$ cat config.mk
export PLATFORM = sky130hd
export DESIGN_NAME = sps_cell
export DESIGN_NICKNAME = d
export VERILOG_FILES = /design/src/sps_pkg.sv /design/src/sps_cell.sv
export SDC_FILE = /design/constraint.sdc
export NUM_CORES = 1
export LEC_CHECK = 0
export BUFFER_PORTS_ARGS = -buffer_cell sky130_fd_sc_hd__buf_4
export CAP_MARGIN = 25
export CORE_ASPECT_RATIO = 1.1
export CORE_MARGIN = 1.5
export CORE_UTILIZATION = 25
export DETAILED_ROUTE_END_ITERATION = 10
export PLACE_DENSITY_LB_ADDON = 0.3
export SLEW_MARGIN = 40
export SYNTH_ARGS = -nofsm -noshare
export SYNTH_HDL_FRONTEND = slang
export SYNTH_SLANG_ARGS = --single-unit
$ cat constraint.sdc
create_clock -name clock -period 2.4 [get_ports clock]
set_input_delay 0.24 -clock clock [delete_from_list [all_inputs] [get_ports clock]]
set_output_delay 0.24 -clock clock [all_outputs]
set_load 0.03 [all_outputs]
$ cat src/sps_pkg.sv
// shared types and constants for the sorted position set
// no dependencies; imported by every module of the block

package sps_pkg;

   typedef enum logic [1:0] {
      ST_IDLE,
      ST_CMP,
      ST_UPD
   } sps_state_type;

   localparam logic CMD_INSERT = 1'b0;
   localparam logic CMD_QUERY  = 1'b1;

   localparam int REQ_DATA_BITS = 16;
   localparam int RSP_DATA_BITS = 24;
   localparam int FIELD_BITS    = 9;

   typedef struct packed {
      logic compare;
      logic insert;
   } sps_ctrl_type;

endpackage

$ cat src/sps_cell.sv
// one cell of the sorted chain: holds one key, compares it against the
// broadcast key and shifts in its lower neighbor's key on insert; uses sps_pkg

module sps_cell #(
   parameter int KEY_BITS = 16
) (
   input  logic                 clock,
   input  sps_pkg::sps_ctrl_type ctrl,
   input  logic [KEY_BITS-1:0]  key,
   input  logic                 valid,
   input  logic [KEY_BITS-1:0]  prev_entry,
   input  logic                 prev_less,
   output logic [KEY_BITS-1:0]  entry,
   output logic                 less,
   output logic                 equal,
   output logic                 boundary
);
   import sps_pkg::*;

   logic [KEY_BITS-1:0] entry_ff, entry_in;
   logic                less_ff, less_in;
   logic                equal_ff, equal_in;

   always_comb begin
      less_in  = less_ff;
      equal_in = equal_ff;
      entry_in = entry_ff;
      if (ctrl.compare) begin
         less_in  = valid && (entry_ff < key);
         equal_in = valid && (entry_ff == key);
      end
      if (ctrl.insert && !less_ff) begin
         entry_in = boundary ? key : prev_entry;
      end
   end

   always_ff @(posedge clock) begin
      entry_ff <= entry_in;
      less_ff  <= less_in;
      equal_ff <= equal_in;
   end

   assign boundary = !less_ff && prev_less;
   assign entry    = entry_ff;
   assign less     = less_ff;
   assign equal    = equal_ff;

endmodule

After elaboration in Yosys (flattened, before gate mapping):

Index checks and enable logic that the tools add are counted.

* equal/unequal tests: 1
* shift operators: 0
* order comparisons: 1
* $mul: 0
* muxes and demuxes: 1
* add/subtract/negate cells: 0
* divide/modulo/power cells: 0
* reduce and logical (&&, ||, !) cells: 5
* bitwise logic cells: 0

Operator list (number)
* 16-bit == test: 1
* 16-bit less-than comparator: 1
* 16-bit two-way mux: 1
* 1-bit logical AND: 4
* 1-bit logical NOT: 1

* memories kept: 0
* latch bits: 0
* flip-flop bits (word level): 18
* memory bits (read-only): 0
* output and inout port bits: 19
* memory bits (writable): 0
* logic and storage cells: 11

Longest topological paths before layout:

* depth in word-level cells: 3
* gate-level depth with buffers: 6

Worst setup path before layout:

Ideal clock, no wire load.

* path type: register to register
* from: reg less_ff (netlist: less)
* to: reg entry_ff[0] (netlist: entry[0]), enable pin
* path buffers: 0
* required time: 2.010 ns
* period minus slack after synthesis: 1.730 ns
* path slack: 0.670 ns
* arrival time: 1.340 ns
* stages on the path, launching flop included: 2
* path through: edfxtp_1 -> nor2b_1

* longest elaborated chain between the ends: 2

Ends and longest elaborated chain
* from (decl): RTL line sps_cell.sv:21 `logic less_ff, less_in;`
* from (signal assigned): RTL line sps_cell.sv:39 `less_ff <= less_in;`
* 1-bit logical NOT: RTL line sps_cell.sv:32 `if (ctrl.insert && !less_ff) begin`
* 1-bit logical AND: RTL line sps_cell.sv:32
* to (signal assigned): RTL line sps_cell.sv:38 `entry_ff <= entry_in;`
* to (decl): RTL line sps_cell.sv:20 `logic [KEY_BITS-1:0] entry_ff, entry_in;`

Every way passes these cells.
A chain may end at the register's enable or synchronous reset.

Worst setup path in the final report:

* from: reg less_ff (netlist: less)
* to: out boundary

* longest elaborated chain between the ends: 2

Ends and longest elaborated chain
* 1-bit logical NOT: RTL line sps_cell.sv:43 `assign boundary = !less_ff && prev_less;`
* 1-bit logical AND: RTL line sps_cell.sv:43
* to (decl): RTL line sps_cell.sv:16 `output logic boundary`

Every way passes these cells.

==> key figures <==
Synth
  • XOR/XNOR Fraction of Synth Area: 0
  • Compound-Gate Fraction of Synth Area: 0.06695
  • Sequential fraction of the synthesis area: 0.4665
  • Synth warnings: 0
  • Post-synth net total: 150
  • Largest family of logic cells by synthesized area: adder cells
  • Syn avg cell area: 11.94 sq um
  • Register bit total from synthesis: 18
  • Synth Area in Simple Gates: 0.06911
  • Synth unique cells: 21
  • Synth Area in Adders: 0.1728
  • Multiplexer area fraction after synthesis: 0.1555
  • Cell area after synthesis: 1159 sq um
  • Gate Count Post-Synth: 97

Power and ir drop
  • Pwr/cell area: 492.7 nW/um^2
  • Gate power share: 0.278
  • Sequential Power Share: 0.459
  • Clock power frac: 0.263
  • P_sw: 0.0002317 W
  • P_int: 0.0006060 W
  • P_leak: 0.8050 nW
  • Total power: 0.0008377 W
  • Sw Ratio: 0.2766
  • VDD IR max: 0.1353 mV

Route
  • WL/cell: 12.61 um
  • DR iter-0 viols: 33
  • Drt pass-1 iters: 4
  • DRC Markers: 0
  • Vias per cell: 4.290
  • Routed Wire Length: approximately 2600 um
  • ANT nets after route: 0
  • Via count: 901

CTS
  • CTS tree: built
  • Resize count post-CTS: 0
  • Setup Fix Bufs, Post-CTS: 0
  • Depth of the CTS H-tree: 1
  • Hold buffers post-CTS: 0
  • Max Root-Sink Buffers: 2
  • Clk sink count: 18
  • Worst skew pair latency: 250 ps
  • Root Driver: clkbuf_8
  • Clk slew on worst S/H paths: 70 ps
  • Cts bufs inserted: 3

Die
  • Total core area: 4379 sq um
  • Core Rows: 25
  • Die height: around 74 um
  • Die span in x: 67.91 um
  • Full die area: 5053 sq um
  • Starting density of the core: 0.2646
  • Ports: 56

Placement
  • Hpwl dp: ~2200 um
  • GP Congestion: between 0.6 and 0.7
  • PortBufs: 55
  • Setup slack at placement: 727.1 ps

Timing
  • Final setup viols: 0
  • Final hold vios: 0
  • Setup_tns: 0 ps
  • RSZ-0062 raised after global routing: no
  • Slew @ Worst Pin: 388.6 ps
  • Slack of the critical path: 745.7 ps
  • Max-slew violations: 0
  • Post-route clock period utilization: 0.6893
  • Fmax: ~600 MHz
  • Hold_ws: 191.5 ps
  • Min Tclk post-route: 1654 ps
  • Slew HR: 0.7398
  • Clock Skew: between 2 and 2.5 ps

Global routing
  • Largest net degree at the start of global routing: 17
  • Remaining global-route overflow: 0
  • Initial antenna violation count: 0
  • First-pass GRT wire length: 4146 um
  • GR Util All Layers: 0.1088
  • Vias in the first global route: 960

Critical path
  • CP required: 2160 ps
  • Worst-path fanout max: 12
  • Data arrival, critical path: 1410 ps
  • Worst setup EP type: output pin
  • Max incr delay on CP: 430 ps
  • CP startpoint kind: register
  • Critical path class: register to output pin
  • Worst path cell trace: nor2b_2 > buf_12 > buf_4
  • Critical Path Slowest Stage Cell: edfxtp_1
  • R2r setup slk: 750 ps

Cells and area
  • Number of diodes: 0
  • Final nets: 210
  • Fillcell total: 459
  • Area taken by multi-input logic gates: 543.0 sq um
  • FF/Latch Area: 540.5 sq um
  • P&R area growth vs syn: 46.76%
  • Layout cell share with drive strength beyond 1: 0.5128

Status
  • Outcome: completed

Flow run
  • Max-Cap Viols: 0

Min path
  • Min-delay worst type: primary input to register
[cells in the mapped netlist (all sizes together)]
library cell,number,share of area
a211oi,1,0.0065
a21o,1,0.0065
a21oi,7,0.037
a221o,1,0.0086
and3,1,0.0054
buf,2,0.014
edfxtp,18,0.47
ha,16,0.17
inv,17,0.055
mux2,16,0.16
nand2,5,0.016
nand2b,1,0.0054
nand3,2,0.0086
nand4,2,0.011
nor2,2,0.0065
nor2b,2,0.011
nor4,1,0.0054
o21ai,2,0.0086
[worst max-delay path, delay by kind of cell (launching register included)]
kind          cells  cell delay (ps)
simple gates      1              360
flops             1              430
buf+inv           2              350
[registers in the layout, summed over array words and instances, names as in the netlist]
| register | cells |
|---|---|
| equal | 1 |
| less | 1 |
| entry | 16 |
[worst paths after layout]
| path | startpoint | endpoint | depth (start not counted) |
|---|---|---|---|
| setup / recovery | less | boundary | 3 |
| hold / removal | ctrl[1] | less | 1 |
| setup reg to reg | entry[14] | less | 4 |
| hold reg to reg | entry[15] | less | 3 |
[metal layers]
layer,share of wire,track usage,vias up
met1,0.42,0.1380,397
met4,0.012,0.04667,0
met2,0.51,0.1874,33
li1,-,-,467
met3,0.063,0.01059,4
met5,0,0,-
[layout by cell type (no fill, tap or decap), drive strengths merged, types with 2 or more instances in the layout]
cell type  instances
clkbuf             3
o21ai              2
buf               57
nor2b              2
edfxtp            18
nand3              2
a21oi              7
mux2              16
nand2              5
nor2               2
ha                16
inv               17
nand4              2
[metrics by stage]
stage                 util  instance area (sq um)  std cells
detailed placement  0.3780                   1655        206
finish              0.3883                   1700        210
CTS                 0.3883                   1700        210
global placement    0.3780                   1655        206
global route        0.3883                   1700        210
floorplan                -                   1159         97
[cells by family after synthesis]
| family | count (synthesis) |
|---|---|
| fa+ha+maj | 16 |
| compound gates | 12 |
| buf+inv | 19 |
| mux | 16 |
| simple gates | 16 |
| flops | 18 |
[power by group through the flow]
stage | combinational, W | sequential, W | clock (W)
6_report | 0.000233 | 0.000385 | 0.000220
5_1_grt | 0.000258 | 0.000388 | 0.000236
4_1_cts | 0.000239 | 0.000385 | 0.000231
3_5_place_dp | 0.000238 | 0.000392 | 0
3_3_place_gp | 0.000233 | 0.000391 | 0
2_1_floorplan | 0.0000945 | 0.000428 | 0
[area by class of cell]
cell class,count,area share
clock buffer,3,0.02428
clock inverter,1,0.002208
inverter,17,0.03753
multi-input combinational,60,0.3194
sequential,18,0.3179
tap,54,0.03974
timing repair buffer,57,0.2590
Power figures use the tool's default switching activity.
